### src/hw/rtl/pli_pkg.sv
`timescale 1ns / 1ps

package pli_pkg;

    localparam int NODES_DEF     = 64;
    localparam int FRAC_BITS_DEF = 16;
    localparam int DATA_W        = 32;

    typedef enum logic [1:0] {
        KIND_INSERT = 2'd0,
        KIND_CLEAR  = 2'd1,
        KIND_EVAL   = 2'd2,
        KIND_NONE   = 2'd3
    } pli_kind_t;

    typedef enum logic [2:0] {
        STS_OK      = 3'd0,
        STS_LOW     = 3'd1,
        STS_HIGH    = 3'd2,
        STS_SHORT   = 3'd3,
        STS_FULL    = 3'd4
    } pli_status_t;

    typedef enum logic [2:0] {
        S_IDLE,
        S_LOOK,
        S_PREP,
        S_MUL,
        S_DSTART,
        S_DIV,
        S_DONE
    } pli_state_t;

    typedef struct packed {
        logic              ins_en;
        logic              at_count;
        logic              valid;
        logic [DATA_W-1:0] key;
        logic [DATA_W-1:0] new_y;
    } pli_cell_ctrl_t;

    typedef struct packed {
        logic [DATA_W-1:0] x;
        logic [DATA_W-1:0] y;
        logic              gt;
        logic              ge;
    } pli_link_t;

    function automatic logic [DATA_W-1:0] sat_quo(input logic neg, input logic ovf,
                                                 input logic [DATA_W-1:0] q);
        logic [DATA_W-1:0] r;
        if (neg) begin
            if (ovf || (q > {1'b1, {(DATA_W-1){1'b0}}}))
                r = {1'b1, {(DATA_W-1){1'b0}}};
            else
                r = ~q + 1'b1;
        end
        else begin
            if (ovf || q[DATA_W-1])
                r = {1'b0, {(DATA_W-1){1'b1}}};
            else
                r = q;
        end
        return r;
    endfunction

endpackage

### src/hw/rtl/pli_cell.sv
`timescale 1ns / 1ps

module pli_cell
(
    input  logic                   clk,
    input  pli_pkg::pli_cell_ctrl_t ctrl,
    input  pli_pkg::pli_link_t     prev,
    output pli_pkg::pli_link_t     link,
    output logic                   hit
);

    logic [pli_pkg::DATA_W-1:0] x_reg;
    logic [pli_pkg::DATA_W-1:0] y_reg;
    logic [pli_pkg::DATA_W-1:0] x_next;
    logic [pli_pkg::DATA_W-1:0] y_next;
    logic                       gt;
    logic                       ge;

    assign gt = ctrl.valid && ($signed(x_reg) > $signed(ctrl.key));
    assign ge = ctrl.valid && ($signed(x_reg) >= $signed(ctrl.key));

    always_comb
    begin
        if (prev.gt)
        begin
            x_next = prev.x;
            y_next = prev.y;
        end
        else if (gt || ctrl.at_count)
        begin
            x_next = ctrl.key;
            y_next = ctrl.new_y;
        end
        else
        begin
            x_next = x_reg;
            y_next = y_reg;
        end
    end

    always_ff @(posedge clk)
    begin
        if (ctrl.ins_en)
        begin
            x_reg <= x_next;
            y_reg <= y_next;
        end
    end

    assign link.x  = x_reg;
    assign link.y  = y_reg;
    assign link.gt = gt;
    assign link.ge = ge;
    assign hit     = ge && !prev.ge;

endmodule

### config.mk
export PLATFORM = sky130hd
export DESIGN_NAME = pli_cell
export DESIGN_NICKNAME = d
export VERILOG_FILES = /design/src/hw/rtl/pli_pkg.sv /design/src/hw/rtl/pli_cell.sv
export SDC_FILE = /design/constraint.sdc
export NUM_CORES = 1
export LEC_CHECK = 0
export BUFFER_PORTS_ARGS = -buffer_cell sky130_fd_sc_hd__buf_4
export CORE_MARGIN = 4
export CORE_UTILIZATION = 40
export CTS_BUF_LIST = sky130_fd_sc_hd__clkbuf_16
export DETAILED_ROUTE_END_ITERATION = 16
export GPL_TIMING_DRIVEN = 1
export PLACE_DENSITY = 0.8
export SLEW_MARGIN = 20
export SYNTH_ARGS = -nofsm -noshare
export SYNTH_HDL_FRONTEND = slang
export SYNTH_SLANG_ARGS = --single-unit
### constraint.sdc
create_clock -name clk -period 3.4 [get_ports clk]
set_input_delay 0.17 -clock clk [delete_from_list [all_inputs] [get_ports clk]]
set_output_delay 0.17 -clock clk [all_outputs]
set_load 0.02 [all_outputs]
==> results of run 1 <==
[kinds of logic (layout without fill, tap and decap cells)]
| logic type | after synthesis | in the layout |
|---|---|---|
| AOI/OAI and AO/OA | 62 | 62 |
| buffers and inverters | 46 | 252 |
| muxes | 33 | 33 |
| DFF | 64 | 64 |
| and+or+nand+nor | 64 | 64 |
| adders and majority gates | 32 | 32 |
[how the worst max path moves through the flow]
| stage | start | to | slack (ns) | cells past startpoint |
|---|---|---|---|---|
| final | x_reg[7]$_DFFE_PP_ | x_reg[3]$_DFFE_PP_ | 0.77 | 7 |
| after global routing | x_reg[31]$_DFFE_PP_ | x_reg[3]$_DFFE_PP_ | 0.58 | 8 |
| after CTS | x_reg[7]$_DFFE_PP_ | y_reg[26]$_DFFE_PP_ | 0.76 | 7 |
| after detailed placement | x_reg[7]$_DFFE_PP_ | y_reg[7]$_DFFE_PP_ | 0.79 | 7 |
| after global placement | x_reg[1]$_DFFE_PP_ | y_reg[7]$_DFFE_PP_ | 0.84 | 8 |
| after floorplan | x_reg[1]$_DFFE_PP_ | x_reg[0]$_DFFE_PP_ | 0.22 | 7 |
[cells in the final DEF (no fill, tap or decap), drive strengths merged]
cell | synthesis | routed
a2111o | 1 | 1
a211oi | 1 | 1
a21boi | 1 | 1
a21o | 1 | 1
a21oi | 15 | 15
a22oi | 1 | 1
a2bb2oi | 1 | 1
a31oi | 1 | 1
buf | 5 | 203
clkbuf | 8 | 9
clkinv | 0 | 4
clkinvlp | 0 | 2
edfxtp | 64 | 64
ha | 32 | 32
inv | 33 | 34
mux2 | 33 | 33
nand2 | 41 | 41
nand2b | 1 | 1
nand3 | 4 | 4
nand4 | 7 | 7
nand4b | 1 | 1
nor2 | 5 | 5
nor2b | 1 | 1
nor3 | 2 | 2
nor4 | 2 | 2
o211ai | 1 | 1
o21a | 1 | 1
o21ai | 38 | 38
[cell type report]
class	count	area, um2
timing repair buffer	203	1524
fill	652	2993
clock buffer	9	225.2
sequential	64	1922
multi-input combinational	191	1415
clock inverter	7	47.55
tap	105	131.4
inverter	33	123.9
[report_power, final]
part	internal, mW	leakage, nW	total, mW	switching [mW]
combinational	0.285	1.74	0.589	0.304
sequential	0.970	0.627	1.00	0.0332
clock	0.492	0.132	0.831	0.339
total	1.75	2.50	2.42	0.676
[tightest hold or removal path: cells and delay by family]
kind	cells	cell delay (ns)
AOI/OAI and AO/OA	1	0.05
buffers and inverters	1	0.07
and+or+nand+nor	1	0.04
[layer usage]
| layer | vias to the layer above | GRT usage, % |
|---|---|---|
| li1 | 1492 | - |
| met1 | 1376 | 20.54 |
| met2 | 132 | 34.31 |
| met3 | 13 | 6.956 |
| met4 | 0 | 6.033 |
| met5 | - | 0 |
[per-stage QoR]
| step | util (%) | area, um2 | hold WS [ns] | total power [mW] |
|---|---|---|---|---|
| 2_1_floorplan | - | 3521 | 0.3571 | 1.315 |
| 3_3_place_gp | 61.04 | 5116 | 0.4499 | 1.594 |
| 3_5_place_dp | 61.04 | 5116 | 0.4551 | 1.614 |
| 4_1_cts | 64.29 | 5389 | 0.1149 | 2.444 |
| 5_1_grt | 64.29 | 5389 | 0.1343 | 2.529 |
| 6_report | 64.29 | 5389 | 0.1233 | 2.424 |
==> summary.txt, run 1 <==
Initial Utilization -> 41.92%
Nets@finish -> 668
# port buffers -> 200
Iter 0 DRT Violations -> 94
Die ar. -> 10350 um2
Worst path bufs/invs -> 1
Gr usage total -> 18.97%
ANT cells -> 0
Wire per inst -> 16.32 um
Netlist Area Pre-Place -> 3513 um2
Hold crit path type -> input port to flip-flop
Yosys top cell by area -> edfxtp_1
Fraction of registers with async set/reset -> 0%
CTS Buf Count -> 9
WP data required -> 3.37 ns
Non-filler cells, final -> 612
R2r worst-path depth -> 7
Worst setup margin -> 0.7748 ns
FP Rows -> 33
Main combinational cell family by area after synthesis -> adder cells
Power per cell area -> 449.8 nW/um2
Area grow syn2layout -> 53.38%
Reg2reg end -> x_reg[3]$_DFFE_PP_
Seq/Total Area, Yosys -> 54.70%
Endpoints failing hold -> 0
RR Startpoint -> x_reg[7]$_DFFE_PP_
Routed length on met2 -> 5.204 mm
Clk_lat worst skew -> 0.33 ns
Die Wd -> 101.7 um
Initial DRT Pass Iterations -> 4
EDFF count, synth -> 64
Critical path class -> flip-flop to flip-flop
RSZ-0062 raised after global routing -> no
RD Place Congestion -> 0.8370
Vias in the first global route -> 3201
Via count -> 3013
Max_slew headroom -> 63.42%
Initial antenna violation count -> 0
Top delay family on crit path -> compound AO/OA/AOI/OAI gates
Top cell type's share of synthesized area -> 54.70%
Xor/xnor share of the synthesized area -> 0%
Residual DRC count -> 0
CTS root buf -> clkbuf_16
H-tree levels -> 3
Post-synthesis cell count -> 301
HP Start -> prev[51]
Clock-pin slew on the worst setup and hold paths -> 0.06 ns
Top-level I/O count -> 201
Startpoint Class -> flip-flop
Synth top area cells -> edfxtp_1 55%, ha_1 11%, mux2_2 11%
Largest stage delay, worst path -> 0.41 ns
Arr. time, crit path -> 2.60 ns
Complex-gate fraction of the synthesized area -> 9.793%
WL final -> 9.987 mm
Critical Path Sink Type -> flip-flop
Final setup viols -> 0
Main synth FF type -> edfxtp_1
Placement Setup Slack -> 0.7861 ns
Worst R2R Setup Slack -> 0.77 ns
Core Area -> 8382 um2
Hold_buf cts -> 0
Hold Path Cell Cnt -> 3
Die Ht -> 101.7 um
Max frequency -> 380.9 MHz
Worst Clk Skew -> 0.008581 ns
Global-route wire length before repair -> 15.06 mm
Vias/cell -> 4.923
Most common cell in the synthesized netlist -> edfxtp_1
WHS Endpoint -> x_reg[17]$_DFFE_PP_
Layout cells sized above 1 -> 50.49%
CTS tree -> built
Simple-gate share of the synthesized area -> 8.298%
Cell leakage power -> 2.503 nW
VDD IR-drop max -> 0.3209 mV
Critical path's slowest cell -> edfxtp_1
Setup TNS -> 0 ns
Met1 WL -> 3.603 mm
CP Cell Sequence -> ha_1, nand4_2, a2111o_1, a31oi_1, o21ai_2, o21ai_4, buf_4
Routed wl met3 -> 1.019 mm
Ys Warns -> 0
Number of synthesized register bits -> 64
Mux contribution to synthesized area -> 10.58%
Dpl hpwl -> 8.080 mm
Largest net degree at the start of global routing -> 56
TritonCTS sink count -> 64
Highest metal used -> met4
Status -> finished clean
Max Slew Vio Count -> 0
Post-Place Cells -> 596
Yosys cell types -> 30
Gr ovfl total -> 0
DRT antenna net count -> 0
Post-CTS Resized -> 0
Top post-synthesis cells by count -> 64 x edfxtp_1, 41 x nand2_1, 36 x o21ai_0
Worst-margin pin slew -> 0.5487 ns
Worst-path fanout max -> 35
Final period util -> 77.21%
Max Buffers Root-to-Sink -> 2
Post-synthesis adder-cell area fraction -> 11.40%
Final min period -> 2.625 ns
Max Cap Viol -> 0
Synthesized Nets -> 467
Synth Area per Inst -> 11.67 um2
Post-CTS setup buffer count -> 0
Power figures use the tool's default switching activity.
==> run 2: changes to the inputs <==
==> constraint.sdc (replaced) <==
create_clock -name clk -period 2.35 [get_ports clk]
set_input_delay 0.1175 -clock clk [delete_from_list [all_inputs] [get_ports clk]]
set_output_delay 0.1175 -clock clk [all_outputs]
set_load 0.02 [all_outputs]
==> summary.txt, run 2 (same netlist as run 1, synthesis figures left out) <==
H-tree levels -> 3 (unchanged)
Met1 Usage GRT -> 21.00% (+0.46 points)
# fillers -> 644 (-1.2%)
RSZ-0062 raised after global routing -> yes
Gr ovfl total -> 0 (unchanged)
VDD IR-drop max -> 0.5034 mV (+57%)
Initial DRT Pass Iterations -> 5 (+1)
Endpoints failing hold -> 0 (unchanged)
Most frequent cells in the layout -> 212 x buf_4, 64 x edfxtp_1, 41 x nand2_1, 35 x o21ai_0
Clk_lat worst skew -> 0.32 ns (about the same)
Final setup viols -> 67 (+67)
Die ar. -> 10350 um2 (unchanged)
Dpl hpwl -> 8.394 mm (+3.9%)
Power per cell area -> 630.3 nW/um2 (+40%)
CTS root buf -> clkbuf_16
CTS Buf Count -> 9 (unchanged)
Initial Utilization -> 41.92% (unchanged)
Die Wd -> 101.7 um (unchanged)
Register area -> 1922 um2 (unchanged)
RD Place Congestion -> 0.8127 (-2.9%)
Largest net degree at the start of global routing -> 37 (-34%)
Layout cells sized above 1 -> 53.74% (+3.2 points)
GR peak layer -> met2
Via count -> 3146 (+4.4%)
WP data required -> 2.23 ns (-1.14 ns)
Commonest non-fill, non-tap cell in the layout -> buf_4
Core Area -> 8382 um2 (unchanged)
Area grow syn2layout -> 60.76%
Critical Path Sink Type -> primary output
CTS tree -> built
Worst Clk Skew -> 0.005264 ns (-0.003317 ns)
Arr. time, crit path -> 2.33 ns (-0.27 ns)
Vias/cell -> 5.026 (+2.1%)
FP Rows -> 33 (unchanged)
Worst-margin pin slew -> 0.3660 ns (-0.1828 ns)
Hold crit path type -> input port to flip-flop
Setup TNS -> -2.514 ns (-2.514 ns)
DRT antenna net count -> 0 (unchanged)
Max Buffers Root-to-Sink -> 2 (unchanged)
Worst-path fanout max -> 3 (-91%)
Startpoint Class -> flip-flop
ANT cells -> 0 (unchanged)
GR met2 Demand/Resource -> 35.92% (+1.6 points)
Met3 Track Usage GR -> 8.884% (+1.9 points)
Status -> finished with violations
Wire per inst -> 16.88 um (+3.5%)
Final hold slack -> 0.08076 ns (-0.04257 ns)
Residual DRC count -> 0 (unchanged)
Final min period -> 2.444 ns
Die Ht -> 101.7 um (unchanged)
Initial antenna violation count -> 0 (unchanged)
Max frequency -> 409.2 MHz
Worst setup margin -> -0.09379 ns (-0.8686 ns)
Final period util -> 104.0%
Global-route wire length before repair -> 15.96 mm (+6.0%)
Iter 0 DRT Violations -> 98 (+4.3%)
Nets@finish -> 683 (+2.2%)
Cell leakage power -> 2.605 nW (+4.1%)
TritonCTS sink count -> 64 (unchanged)
WL final -> 10.57 mm (+5.8%)
Gr usage total -> 20.14% (+1.2 points)
Failing checks -> setup timing
Max Slew Vio Count -> 0 (unchanged)
Vias in the first global route -> 3438 (+7.4%)
Clock-pin slew on the worst setup and hold paths -> 0.05 ns (about the same)
Top-level I/O count -> 201 (unchanged)
Max_slew headroom -> 75.60% (+12 points)
# port buffers -> 200 (unchanged)
Multi-input gate area -> 1521 um2 (+7.5%)
Critical path class -> flip-flop to primary output
Max Cap Viol -> 0 (unchanged)
-- run 2: cell types whose count changed in the layout (fill, tap and decap cells not counted), moves of 2 or more --
| cell | change |
|---|---|
| buf_4 | +9 |
| clkinv_1 | +4 |
| a21oi_1 | -3 |
| a21oi_2 | +3 |
| ha_1 | -3 |
| ha_4 | +3 |
| buf_12 | +2 |
| buf_6 | +2 |
| clkinv_2 | -2 |
-- run 2: layout make-up --
cell class | count | area share [%]
clock buffers | 9 | 3.988
inverters | 33 | 2.193
well taps | 105 | 2.326
multi-input cells | 191 | 26.94
clock inverters | 6 | 0.4874
flip-flops and latches | 64 | 34.03
repair buffers | 218 | 30.04
-- run 2: critical path, cell delays in order, from the launching register on --
cell	delay (ns)
edfxtp_1	0.38
ha_1	0.31
nor2b_4	0.13
o211ai_1	0.09
a2111o_1	0.40
a31oi_2	0.19
o21ai_2	0.11
buf_6	0.14
a21oi_2	0.10
buf_4	0.15
-- run 2: final timing paths --
path                       start                   to  slack, ns  cells past startpoint
min                     prev[42]   x_reg[8]$_DFFE_PP_       0.08                      3
max reg2reg   x_reg[1]$_DFFE_PP_   x_reg[5]$_DFFE_PP_      -0.05                      9
min reg2reg  x_reg[31]$_DFFE_PP_  y_reg[20]$_DFFE_PP_       1.28                      6
max           x_reg[1]$_DFFE_PP_                  hit      -0.09                      9
-- run 2: stage by stage --
step	total power, mW	utilization (%)	std cells	setup WS, ns	cell area (um2)
floorplan	1.903	-	301	-0.7944	3521
global placement	2.334	61.87	602	0.01750	5186
detailed placement	2.362	61.87	602	-0.05215	5186
CTS	3.546	65.77	621	-0.1044	5513
global route	3.736	67.38	626	-0.1779	5648
finish	3.560	67.38	626	-0.09379	5648
-- run 2: what timing repair did --
item,4_1_cts,5_1_grt
setup endpoints to repair,67,67
gates resized for setup,7,16
hold buffers,0,0
gates cloned,1,0
buffers inserted,3,5
pin swaps,1,9
hold endpoints to repair,0,0
-- run 2: where the power goes --
part           leakage (nW)  internal [mW]  switching [mW]
combinational          1.86          0.485           0.476
sequential            0.627           1.40          0.0495
clock                 0.121          0.690           0.456
-- run 2: metal layers --
| layer | part of all wire (%) | up-vias |
|---|---|---|
| li1 | - | 1523 |
| met1 | 35 | 1456 |
| met2 | 51 | 146 |
| met3 | 12 | 21 |
| met4 | 1.9 | 0 |
| met5 | 0 | - |
