===== src/hw/rtl/pli_pkg.sv =====
`timescale 1ns / 1ps

package pli_pkg;

    localparam int NODES_DEF     = 64;
    localparam int FRAC_BITS_DEF = 16;
    localparam int DATA_W        = 32;

    typedef enum logic [1:0] {
        KIND_INSERT = 2'd0,
        KIND_CLEAR  = 2'd1,
        KIND_EVAL   = 2'd2,
        KIND_NONE   = 2'd3
    } pli_kind_t;

    typedef enum logic [2:0] {
        STS_OK      = 3'd0,
        STS_LOW     = 3'd1,
        STS_HIGH    = 3'd2,
        STS_SHORT   = 3'd3,
        STS_FULL    = 3'd4
    } pli_status_t;

    typedef enum logic [2:0] {
        S_IDLE,
        S_LOOK,
        S_PREP,
        S_MUL,
        S_DSTART,
        S_DIV,
        S_DONE
    } pli_state_t;

    typedef struct packed {
        logic              ins_en;
        logic              at_count;
        logic              valid;
        logic [DATA_W-1:0] key;
        logic [DATA_W-1:0] new_y;
    } pli_cell_ctrl_t;

    typedef struct packed {
        logic [DATA_W-1:0] x;
        logic [DATA_W-1:0] y;
        logic              gt;
        logic              ge;
    } pli_link_t;

    function automatic logic [DATA_W-1:0] sat_quo(input logic neg, input logic ovf,
                                                 input logic [DATA_W-1:0] q);
        logic [DATA_W-1:0] r;
        if (neg) begin
            if (ovf || (q > {1'b1, {(DATA_W-1){1'b0}}}))
                r = {1'b1, {(DATA_W-1){1'b0}}};
            else
                r = ~q + 1'b1;
        end
        else begin
            if (ovf || q[DATA_W-1])
                r = {1'b0, {(DATA_W-1){1'b1}}};
            else
                r = q;
        end
        return r;
    endfunction

endpackage


===== src/hw/rtl/pli_div.sv =====
`timescale 1ns / 1ps

module pli_div #(
    parameter int DW = 64
)
(
    input  logic                       clk,
    input  logic                       rst_n,
    input  logic                       start,
    input  logic [DW-1:0]              dividend,
    input  logic [pli_pkg::DATA_W-1:0] divisor,
    output logic [pli_pkg::DATA_W-1:0] quo,
    output logic                       ovf,
    output logic                       busy
);

    localparam int QW = pli_pkg::DATA_W;
    localparam int CW = $clog2(QW + 1);

    logic [QW-1:0] rem_reg;
    logic [QW-1:0] rem_next;
    logic [QW-1:0] sh_reg;
    logic [QW-1:0] sh_next;
    logic          ovf_reg;
    logic [CW-1:0] cnt_reg;
    logic [CW-1:0] cnt_next;
    logic [DW-1:0] hi;
    logic [QW:0]   rem2;
    logic [QW:0]   diff;

    assign hi   = dividend >> QW;
    assign rem2 = {rem_reg, sh_reg[QW-1]};
    assign diff = rem2 - {1'b0, divisor};

    always_comb
    begin
        rem_next = rem_reg;
        sh_next  = sh_reg;
        cnt_next = cnt_reg;
        if (start)
        begin
            rem_next = hi[QW-1:0];
            sh_next  = dividend[QW-1:0];
            cnt_next = CW'(QW);
        end
        else if (cnt_reg != '0)
        begin
            if (!diff[QW])
                rem_next = diff[QW-1:0];
            else
                rem_next = rem2[QW-1:0];
            sh_next  = {sh_reg[QW-2:0], !diff[QW]};
            cnt_next = cnt_reg - 1'b1;
        end
    end

    always_ff @(posedge clk or negedge rst_n)
    begin
        if (!rst_n)
            cnt_reg <= '0;
        else
            cnt_reg <= cnt_next;
    end

    always_ff @(posedge clk)
    begin
        rem_reg <= rem_next;
        sh_reg  <= sh_next;
        if (start)
            ovf_reg <= (hi >= DW'(divisor));
    end

    assign quo  = sh_reg;
    assign ovf  = ovf_reg;
    assign busy = (cnt_reg != '0);

endmodule


===== config.mk =====
export PLATFORM = sky130hd
export DESIGN_NAME = pli_div
export DESIGN_NICKNAME = d
export VERILOG_FILES = /design/src/hw/rtl/pli_pkg.sv /design/src/hw/rtl/pli_div.sv
export SDC_FILE = /design/constraint.sdc
export NUM_CORES = 1
export LEC_CHECK = 0
export ABC_AREA = 1
export BUFFER_PORTS_ARGS = -buffer_cell sky130_fd_sc_hd__buf_2
export CAP_MARGIN = 0
export CELL_PAD_IN_SITES_DETAIL_PLACEMENT = 1
export CELL_PAD_IN_SITES_GLOBAL_PLACEMENT = 1
export CORE_MARGIN = 5
export CORE_UTILIZATION = 43
export CTS_CLUSTER_DIAMETER = 30
export CTS_CLUSTER_SIZE = 28
export DETAILED_ROUTE_END_ITERATION = 7
export PLACE_DENSITY = 0.88
export SLEW_MARGIN = 30
export SYNTH_ARGS = -nofsm -noshare
export SYNTH_HDL_FRONTEND = slang
export SYNTH_SLANG_ARGS = --single-unit
export TNS_END_PERCENT = 30

===== constraint.sdc =====
create_clock -name clk -period 9.35 [get_ports clk]
set_clock_uncertainty 0.1 [all_clocks]
set_input_delay 0.935 -clock clk [delete_from_list [all_inputs] [get_ports clk]]
set_output_delay 0.935 -clock clk [all_outputs]
set_load 0.01 [all_outputs]

==> results of run 1 <==
-- power by group through the flow --
| stage | registers, mW | logic [mW] | clock network, mW |
|---|---|---|---|
| 3_5_place_dp | 0.572 | 1.51 | 0 |
| 5_1_grt | 0.583 | 1.72 | 0.388 |
| 2_1_floorplan | 0.567 | 1.13 | 0 |
| 4_1_cts | 0.570 | 1.54 | 0.379 |
| 3_3_place_gp | 0.568 | 1.46 | 0 |
| 6_report | 0.571 | 1.54 | 0.372 |
-- stage by stage --
step | setup WS [ps] | cells | hold WS (ps)
3_3_place_gp | 6000 | 1419 | 374
2_1_floorplan | 6020 | 1085 | 353
6_report | 6030 | 1435 | 297
3_5_place_dp | 5910 | 1419 | 388
5_1_grt | 5850 | 1435 | 293
4_1_cts | 6080 | 1435 | 287
-- worst paths after layout --
kind                                                to  slack [ps]  cells after the start
worst max-delay path                              busy        6030                      8
worst min-delay path            cnt_reg[0]$_DFFE_PN0P_         300                      1
worst max register to register   rem_reg[26]$_DFFE_PP_        6270                      8
worst min register to register  cnt_reg[5]$_DFFE_PN0P_         400                      1
max in group asynchronous       cnt_reg[4]$_DFFE_PN0P_        8690                      1
min in group clk                cnt_reg[5]$_DFFE_PN0P_         400                      1
-- area by class of cell --
cell class	count	area [um^2]
tap	220	275
multi-input combinational	800	4150
inverter	193	724
clock inverter	7	80.1
clock buffer	9	225
timing repair buffer	135	683
sequential	71	2100
fill	2293	8110
-- kinds of logic (layout without fill, tap and decap cells) --
family | count (synthesis) | in the layout | synth area share
AOI/OAI and AO/OA | 56 | 56 | 0.0470
xor gates and xnor gates | 10 | 10 | 0.0124
adders and majority gates | 66 | 66 | 0.118
buffers and inverters | 214 | 344 | 0.118
DFF | 71 | 71 | 0.297
and+or+nand+nor | 668 | 668 | 0.408
-- layer usage --
layer / routed length, um / track usage
met4: 295 / 0.0468
met1: 9990 / 0.284
met5: 0 / 0
met2: 12300 / 0.461
met3: 1070 / 0.0501
-- cell usage in the layout (no fill, tap or decap), drive strengths merged --
master and count:
inv 195, buf 135, nand3b 13, o21bai 2, clkinvlp 1, nor2 57
nand2 481, xnor2 7, ha 65, and2 1, nand4 8, xor2 3
o21ai 8, o31ai 2, clkbuf 9, a31oi 1, fa 1, o211ai 2
dfrtp 6, and3 1, clkinv 3, nor3 11, bufinv 1, a21oi 37
nor4 1, a211oi 2, edfxtp 65, nand3 95, a21o 2
==> flow_summary_export.csv, run 1 <==
group,metric,value,unit
yosys,synth_ff_type,"edfxtp_1",
sta,finalSetupViolations,0,
pwr,pwr-share-comb,0.620,
sta,slew_violations,0,
yosys,yosysSeqAreaShare,0.297,
final_layout,final_nets,1375,
global_route,grt_pass1_wl,38500,um
final_layout,fin_util,0.504,
sta,final.setup.tns,0,ps
cts,cts-htree-levels,3,
cts,clk_latency,360,ps
yosys,async_reset_ff_frac,0.0845,
route,num_vias,7326,
sta,fmax,301,MHz
sta,worst_pin_slew,780,ps
global_route,grt_overflow,0,
setup_path,cp.arrival,2290,ps
final_layout,drive_above_1_share,0.163,
setup_path,cp-end-kind,"output pin",
setup_path,reg2reg_from,"cnt_reg[0]$_DFFE_PN0P_",
setup_path,cp.required,8320,ps
yosys,synth.most_common_cell,"nand2_1",
place,place_area,7930,um^2
cts,ctsResizeCount,0,
yosys,yosysTopAreaCellShare,0.276,
yosys,ys_warn_count,0,
setup_path,crit_type,"reg -> out",
sta,rsz0062_at_grt,"false",
run,cap_violations,0,
route,vias_per_cell,5.11,
sta,period_share,0.356,
pwr,p_leak,4.77,nW
yosys,synth_common_cells,"453 x nand2_1, 185 x inv_1, 92 x nand3_1, 65 x edfxtp_1, 65 x ha_1",
route,remaining_drc_errors,0,
setup_path,start_kind,"flop",
global_route,grt.total_usage,0.243,
route,wl_per_cell,16.5,um
pwr,power,2.48,mW
sta,finalCriticalPeriod,3320,ps
floorplan,core-area,16300,um^2
global_route,grt_antenna_before_repair,0,
pwr,clock_power_share,0.150,
setup_path,cp.buffers_inverters,4,
yosys,synth-seq-cells,71,
pwr,vdd_drop_max,0.182,mV
pwr,power_density,301,nW/um^2
setup_path,cp_common_cell,"inv_1",
setup_path,cp_top_family,"simple AND/OR/NAND/NOR gates",
place,port_buffers,132,
setup_path,worstPathCellList,"inv_1 -> ha_1 -> inv_1 -> nor3_1 -> nand2_1 -> nor2_1 -> inv_1 -> buf_2",
floorplan,fp.dieH,138,um
place,gp_congestion,0.936,
floorplan,die-area,19100,um^2
floorplan,ioPinCount,133,
final_layout,fin_area,8240,um^2
pwr,cell_internal_pwr,1.22,mW
setup_path,slowest_stage,"dfrtp_1",
global_route,first_global_vias,7956,
cts,clock_path_buffers,2,
sta,slew_headroom,0.480,
floorplan,initial_core_util,0.433,
yosys,synth_edf_count,65,
global_route,grt_max_degree,72,
route,drt_first_pass_iters,7,
route,drt-initial-drc-count,282,
pwr,seqPwrFrac,0.230,
hold_path,hold_class,"in -> async",
yosys,netlist_area,7080,um^2
cts,cts_setup_buffers,0,
floorplan,std_cell_rows,47,
setup_path,startpoint,"cnt_reg[0]$_DFFE_PN0P_",
pwr,swShare,0.510,
yosys,synth_area_leaders,"edfxtp_1 28%, nand2_1 24%, ha_1 11%",
status,status,"finished, final reports clean",
sta,finalHoldViolations,0,
final_layout,antenna_cells,0,
final_layout,synthToLayoutAreaGrowth,16.3,%
route,wirelength,23700,um
pwr,p_sw,1.27,mW
setup_path,slowest_delay,360,ps
yosys,synth.largest_area_cell,"edfxtp_1",
cts,hold_buffers,0,
cts,clk_root_buffer_cell,"clkbuf_16",
yosys,synth_cell_types,41,
floorplan,die_x,138,um
cts,cts.sinks,71,
setup_path,worstPathMaxFanout,4,
route,antenna_left,0,
cts,cts_buffers,9,
place,hpwl,18300,um
cts,cts_tree,"done",
yosys,syn-num-nets,1250,
yosys,synthCells,1085,
yosys,avgSynthCellArea,6.53,um^2
cts,clkSlewWorstSetupHoldPaths,70,ps
Note: power is estimated with default switching activity, not from simulation.
==> run 2, diff against run 1 <==
--- a/config.mk
+++ b/config.mk
@@ -11,11 +11,11 @@
 export CELL_PAD_IN_SITES_DETAIL_PLACEMENT = 1
 export CELL_PAD_IN_SITES_GLOBAL_PLACEMENT = 1
 export CORE_MARGIN = 5
-export CORE_UTILIZATION = 43
+export CORE_UTILIZATION = 36
 export CTS_CLUSTER_DIAMETER = 30
 export CTS_CLUSTER_SIZE = 28
 export DETAILED_ROUTE_END_ITERATION = 7
-export PLACE_DENSITY = 0.88
+export PLACE_DENSITY = 0.79
 export SLEW_MARGIN = 30
 export SYNTH_ARGS = -nofsm -noshare
 export SYNTH_HDL_FRONTEND = slang
==> constraint.sdc (replaced) <==
create_clock -name clk -period 2.8 [get_ports clk]
set_clock_uncertainty 0.1 [all_clocks]
set_input_delay 0.28 -clock clk [delete_from_list [all_inputs] [get_ports clk]]
set_output_delay 0.28 -clock clk [all_outputs]
set_load 0.01 [all_outputs]
==> run 2 against run 1 <==
Clock power increased to 3.2 times the previous value. Hold slack lost 200 ps. Sequential share of layout area decreased by 0.45 points. Cell area up 1.8%.
==> flow_summary_export.csv, run 2 (same netlist as run 1, synthesis figures left out) <==
group,metric,value,unit
place,hpwl,18500,um
setup_path,slowest_delay,430,ps
setup_path,cp.arrival,2620,ps
setup_path,start_kind,"flop",
place,gp_congestion,0.883,
global_route,grt_max_degree,71,
sta,worst_pin_slew,768,ps
hold_path,min_from,"dividend[14]",
route,remaining_drc_errors,0,
final_layout,synthToLayoutAreaGrowth,18.4,%
setup_path,worstPathMaxFanout,11,
route,vias_per_cell,4.79,
sta,rsz0062_at_grt,"true",
sta,finalCriticalPeriod,2610,ps
sta,fmax,383,MHz
route,antenna_left,0,
setup_path,slowest_stage,"edfxtp_1",
pwr,p_leak,4.82,nW
sta,finalSetupViolations,0,
place,pre_cts_ws,106,ps
cts,cts.sinks,71,
pwr,power_density,987,nW/um^2
cts,cts_tree,"done",
setup_path,reg2reg_from,"rem_reg[23]$_DFFE_PP_",
sta,period_share,0.933,
sta,slew_headroom,0.488,
cts,clk_root_buffer_cell,"clkbuf_16",
floorplan,ioPinCount,133,
final_layout,final_nets,1384,
floorplan,die_x,150,um
cts,clkSlewWorstSetupHoldPaths,70,ps
floorplan,fp.dieH,150,um
route,drt_first_pass_iters,4,
setup_path,startpoint,"rem_reg[23]$_DFFE_PP_",
route,drt-initial-drc-count,309,
final_layout,antenna_cells,0,
sta,worst_slack,186,ps
cts,clock_path_buffers,2,
setup_path,cp-end-kind,"flop",
setup_path,crit_type,"reg -> reg",
setup_path,cp_common_cell,"nand2_1",
sta,fin_hold_ws,98.9,ps
setup_path,worstPathCellList,"ha_1 -> nand2_1 -> nor2_1 -> nand2_1 -> inv_1 -> a21oi_4 -> nand2_4 -> nand2_4 -> buf_4 -> nand3_1 -> nand3_1 -> nand2_1",
hold_path,hold_class,"in -> reg",
sta,slew_violations,0,
final_layout,drive_above_1_share,0.171,
global_route,grt.total_usage,0.203,
global_route,grt_antenna_before_repair,0,
floorplan,std_cell_rows,51,
setup_path,cp.buffers_inverters,2,
global_route,grt_overflow,0,
final_layout,final_common_cell,"nand2_1",
cts,cts_setup_buffers,0,
pwr,vdd_drop_max,0.425,mV
setup_path,cp_top_family,"simple AND/OR/NAND/NOR gates",
final_layout,fin_util,0.432,
place,port_buffers,132,
sta,finalHoldViolations,0,
sta,final.setup.tns,0,ps
cts,cts_buffers,9,
final_layout,most-common-layout-cells,"451 x nand2_1, 184 x inv_1, 132 x buf_2",
cts,cts-htree-levels,3,
global_route,grt_pass1_wl,36800,um
route,wl_per_cell,15.2,um
setup_path,cp.required,2800,ps
route,wirelength,22600,um
floorplan,die-area,22600,um^2
floorplan,initial_core_util,0.365,
status,status,"finished, final reports clean",
floorplan,core-area,19400,um^2
route,num_vias,7133,
global_route,first_global_vias,7740,
cts,clk_latency,350,ps
pwr,power,8.28,mW
run,cap_violations,0,
## run 2: layout make-up
| class | instances | area [um^2] |
|---|---|---|
| clock inverters | 7 | 66.3 |
| fillers | 2658 | 11000 |
| well taps | 265 | 332 |
| flip-flops and latches | 71 | 2100 |
| clock buffers | 9 | 225 |
| repair buffers | 143 | 758 |
| multi-input cells | 801 | 4180 |
| inverters | 193 | 724 |
## run 2: worst paths after layout
check                      slack [ps]  cells past startpoint                      to
min in group asynchronous         190                      2  cnt_reg[3]$_DFFE_PN0P_
max                               190                     12    rem_reg[8]$_DFFE_PP_
min                               100                      3       quo[14]$_DFFE_PP_
min reg2reg                       400                      1  cnt_reg[5]$_DFFE_PN0P_
max reg2reg                       190                     12    rem_reg[8]$_DFFE_PP_
max in group asynchronous        2260                      2  cnt_reg[0]$_DFFE_PN0P_
## run 2: routing by layer
layer | global-route usage | vias up | routed length (um)
li1 | - | 3673 | -
met1 | 0.253 | 3298 | 10300
met2 | 0.362 | 135 | 10900
met3 | 0.0449 | 27 | 1110
met4 | 0.0375 | 0 | 309
met5 | 0 | - | 0
## run 2: worst register-to-register path, cell delays in order, from the launching register on
cell      delay, ps
edfxtp_1        430
ha_1            400
nand2_1         140
nor2_1           80
nand2_1         110
inv_1            80
a21oi_4         270
nand2_4         110
nand2_4         190
buf_4           190
nand3_1          90
nand3_1         100
nand2_1          70
## run 2: through the flow
step,cells,cell area (um^2)
after global routing,1489,8390
final,1489,8390
after floorplan,1085,7090
after detailed placement,1471,8050
after CTS,1488,8350
after global placement,1471,8050
## run 2: timing repair
action / 4_1_cts / 5_1_grt
setup endpoints to repair: 0 / 23
resized for setup: 0 / 4
hold buffers: 1 / 0
endpoints found under the hold margin: 6 / 0
## run 2: power breakdown
| group | internal (mW) | switching, mW | leakage (nW) |
|---|---|---|---|
| combinational | 1.80 | 3.40 | 3.90 |
| clock | 0.628 | 0.553 | 0.145 |
| sequential | 1.66 | 0.242 | 0.777 |
==> run 3, diff against run 2 <==
--- a/config.mk
+++ b/config.mk
@@ -10,7 +10,6 @@
 export CAP_MARGIN = 0
 export CELL_PAD_IN_SITES_DETAIL_PLACEMENT = 1
 export CELL_PAD_IN_SITES_GLOBAL_PLACEMENT = 1
-export CORE_MARGIN = 5
 export CORE_UTILIZATION = 36
 export CTS_CLUSTER_DIAMETER = 30
 export CTS_CLUSTER_SIZE = 28
==> run 3 against run 2 <==
Worst setup slack worse by 24 ps. Count of clock-buffer cells in the layout stayed put. Cell count is 0.34% lower. Sequential share of layout area hardly changed. Routed wire length is 2.6% lower. Maximum frequency is 0.91% lower. First-iteration DRC count is 2.9% lower. Critical endpoint is now rem_reg[15]$_DFFE_PP_. Critical path depth is 3 higher. Combinational power hardly changed. Utilization is 0.94 points higher. Largest power group unchanged.
==> flow_summary_export.csv, run 3 (same netlist as run 1, synthesis figures left out) <==
group,metric,value,unit
final_layout,final_nets,1384,
cts,clkSlewWorstSetupHoldPaths,70,ps
global_route,first_global_vias,7396,
cts,clk_root_buffer_cell,"clkbuf_16",
setup_path,start_kind,"flop",
setup_path,r2r-end,"rem_reg[15]$_DFFE_PP_",
floorplan,die-area,20200,um^2
setup_path,reg2reg_slack,160,ps
sta,slew_headroom,0.499,
sta,slew_violations,0,
setup_path,reg2reg_from,"quo[31]$_DFFE_PP_",
final_layout,drive_above_1_share,0.171,
floorplan,fp.dieH,142,um
global_route,grt_overflow,0,
route,num_vias,7111,
sta,finalCriticalPeriod,2640,ps
sta,worst_pin_slew,751,ps
setup_path,crit_end,"rem_reg[15]$_DFFE_PP_",
final_layout,fin_area,8400,um^2
floorplan,std_cell_rows,50,
route,drt-initial-drc-count,300,
final_layout,antenna_cells,0,
final_layout,synthToLayoutAreaGrowth,18.6,%
floorplan,core-area,19000,um^2
cts,cts_buffers,9,
global_route,grt.total_usage,0.228,
status,status,"finished, final reports clean",
setup_path,cp-end-kind,"flop",
setup_path,cp.arrival,2650,ps
cts,cts_tree,"done",
pwr,clock_power_share,0.140,
sta,finalHoldViolations,0,
place,gp_congestion,0.870,
cts,cts-htree-levels,3,
pwr,p_sw,4.17,mW
pwr,vdd_drop_max,0.471,mV
run,cap_violations,0,
setup_path,startpoint,"quo[31]$_DFFE_PP_",
global_route,grt_antenna_before_repair,0,
cts,clock_path_buffers,2,
sta,fin_hold_ws,87.7,ps
hold_path,hold_class,"in -> reg",
sta,fmax,379,MHz
setup_path,crit_type,"reg -> reg",
global_route,grt_pass1_wl,36300,um
floorplan,ioPinCount,133,
setup_path,cp.required,2810,ps
pwr,power_density,984,nW/um^2
floorplan,die_x,142,um
pwr,swShare,0.505,
cts,cts_setup_buffers,0,
route,vias_per_cell,4.79,
setup_path,r2r_cells,15,
sta,finalSetupViolations,0,
cts,clk_latency,360,ps
global_route,grt_max_degree,71,
place,hpwl,17800,um
cts,cts.sinks,71,
pwr,cell_internal_pwr,4.09,mW
final_layout,final_common_cell,"nand2_1",
floorplan,initial_core_util,0.372,
pwr,pwr-share-comb,0.631,
setup_path,worstPathMaxFanout,17,
route,wl_per_cell,14.8,um
route,remaining_drc_errors,0,
route,antenna_left,0,
route,drt_first_pass_iters,4,
place,port_buffers,132,
route,wirelength,22000,um
pwr,seqPwrFrac,0.229,
pwr,p_leak,4.81,nW
place,place_area,8050,um^2
final_layout,fin_util,0.442,
pwr,power,8.27,mW
sta,period_share,0.942,
final_layout,most-common-layout-cells,"451 x nand2_1, 184 x inv_1, 132 x buf_2",
run 3: worst min-delay path by stage:
stage | start | cells past startpoint | to | slack, ps
floorplan | rst_n | 0 | cnt_reg[0]$_DFFE_PN0P_ | -120
global placement | rst_n | 1 | cnt_reg[1]$_DFFE_PN0P_ | 20
detailed placement | rst_n | 1 | cnt_reg[1]$_DFFE_PN0P_ | 20
CTS | dividend[18] | 3 | quo[18]$_DFFE_PP_ | 80
global route | dividend[7] | 3 | quo[7]$_DFFE_PP_ | 90
finish | dividend[18] | 3 | quo[18]$_DFFE_PP_ | 90
run 3: timing repair:
action                                  4_1_cts  5_1_grt
gates resized for setup                       0        7
hold buffers                                  1        0
endpoints found under the setup margin        0       19
endpoints found under the hold margin         6        0
run 3: layout make-up:
class / instances / area, um^2
clock inverter: 7 / 61.3
timing repair buffer: 143 / 758
fill: 2595 / 10600
inverter: 193 / 724
sequential: 71 / 2100
tap: 260 / 325
clock buffer: 9 / 225
multi-input combinational: 801 / 4200
run 3: power by group through the flow:
stage / sequential, mW / combinational, mW / clock, mW
floorplan: 1.89 / 3.77 / 0
global placement: 1.90 / 4.97 / 0
detailed placement: 1.90 / 5.10 / 0
CTS: 1.89 / 5.13 / 1.18
global route: 1.94 / 5.93 / 1.21
finish: 1.90 / 5.22 / 1.15
run 3: metrics by stage:
step	setup TNS [ps]	setup slack, ps	instances
floorplan	0	327	1085
global placement	0	99.2	1466
detailed placement	0	36.0	1466
CTS	0	21.8	1483
global route	-2.25	-1.27	1484
finish	0	163	1484
run 3: worst max-delay path, cell delays in order (launching register included):
cell and delay, ps:
edfxtp_1 350, inv_1 60, ha_1 210, fa_1 390, inv_1 90, nand2_1 90
nand2_2 110, nand3_2 90, nand2_4 100, nand2_4 60, nand2_4 60, nand2_4 80
nand3_4 240, nand3_1 190, nand3_1 130, nand2_1 50
run 3: per-layer routing:
layer | part of all wire | global-route usage | up-vias
li1 | - | - | 3675
met1 | 0.47 | 0.290 | 3315
met2 | 0.48 | 0.406 | 108
met3 | 0.038 | 0.0397 | 13
met4 | 0.0071 | 0.0357 | 0
met5 | 0 | 0 | -
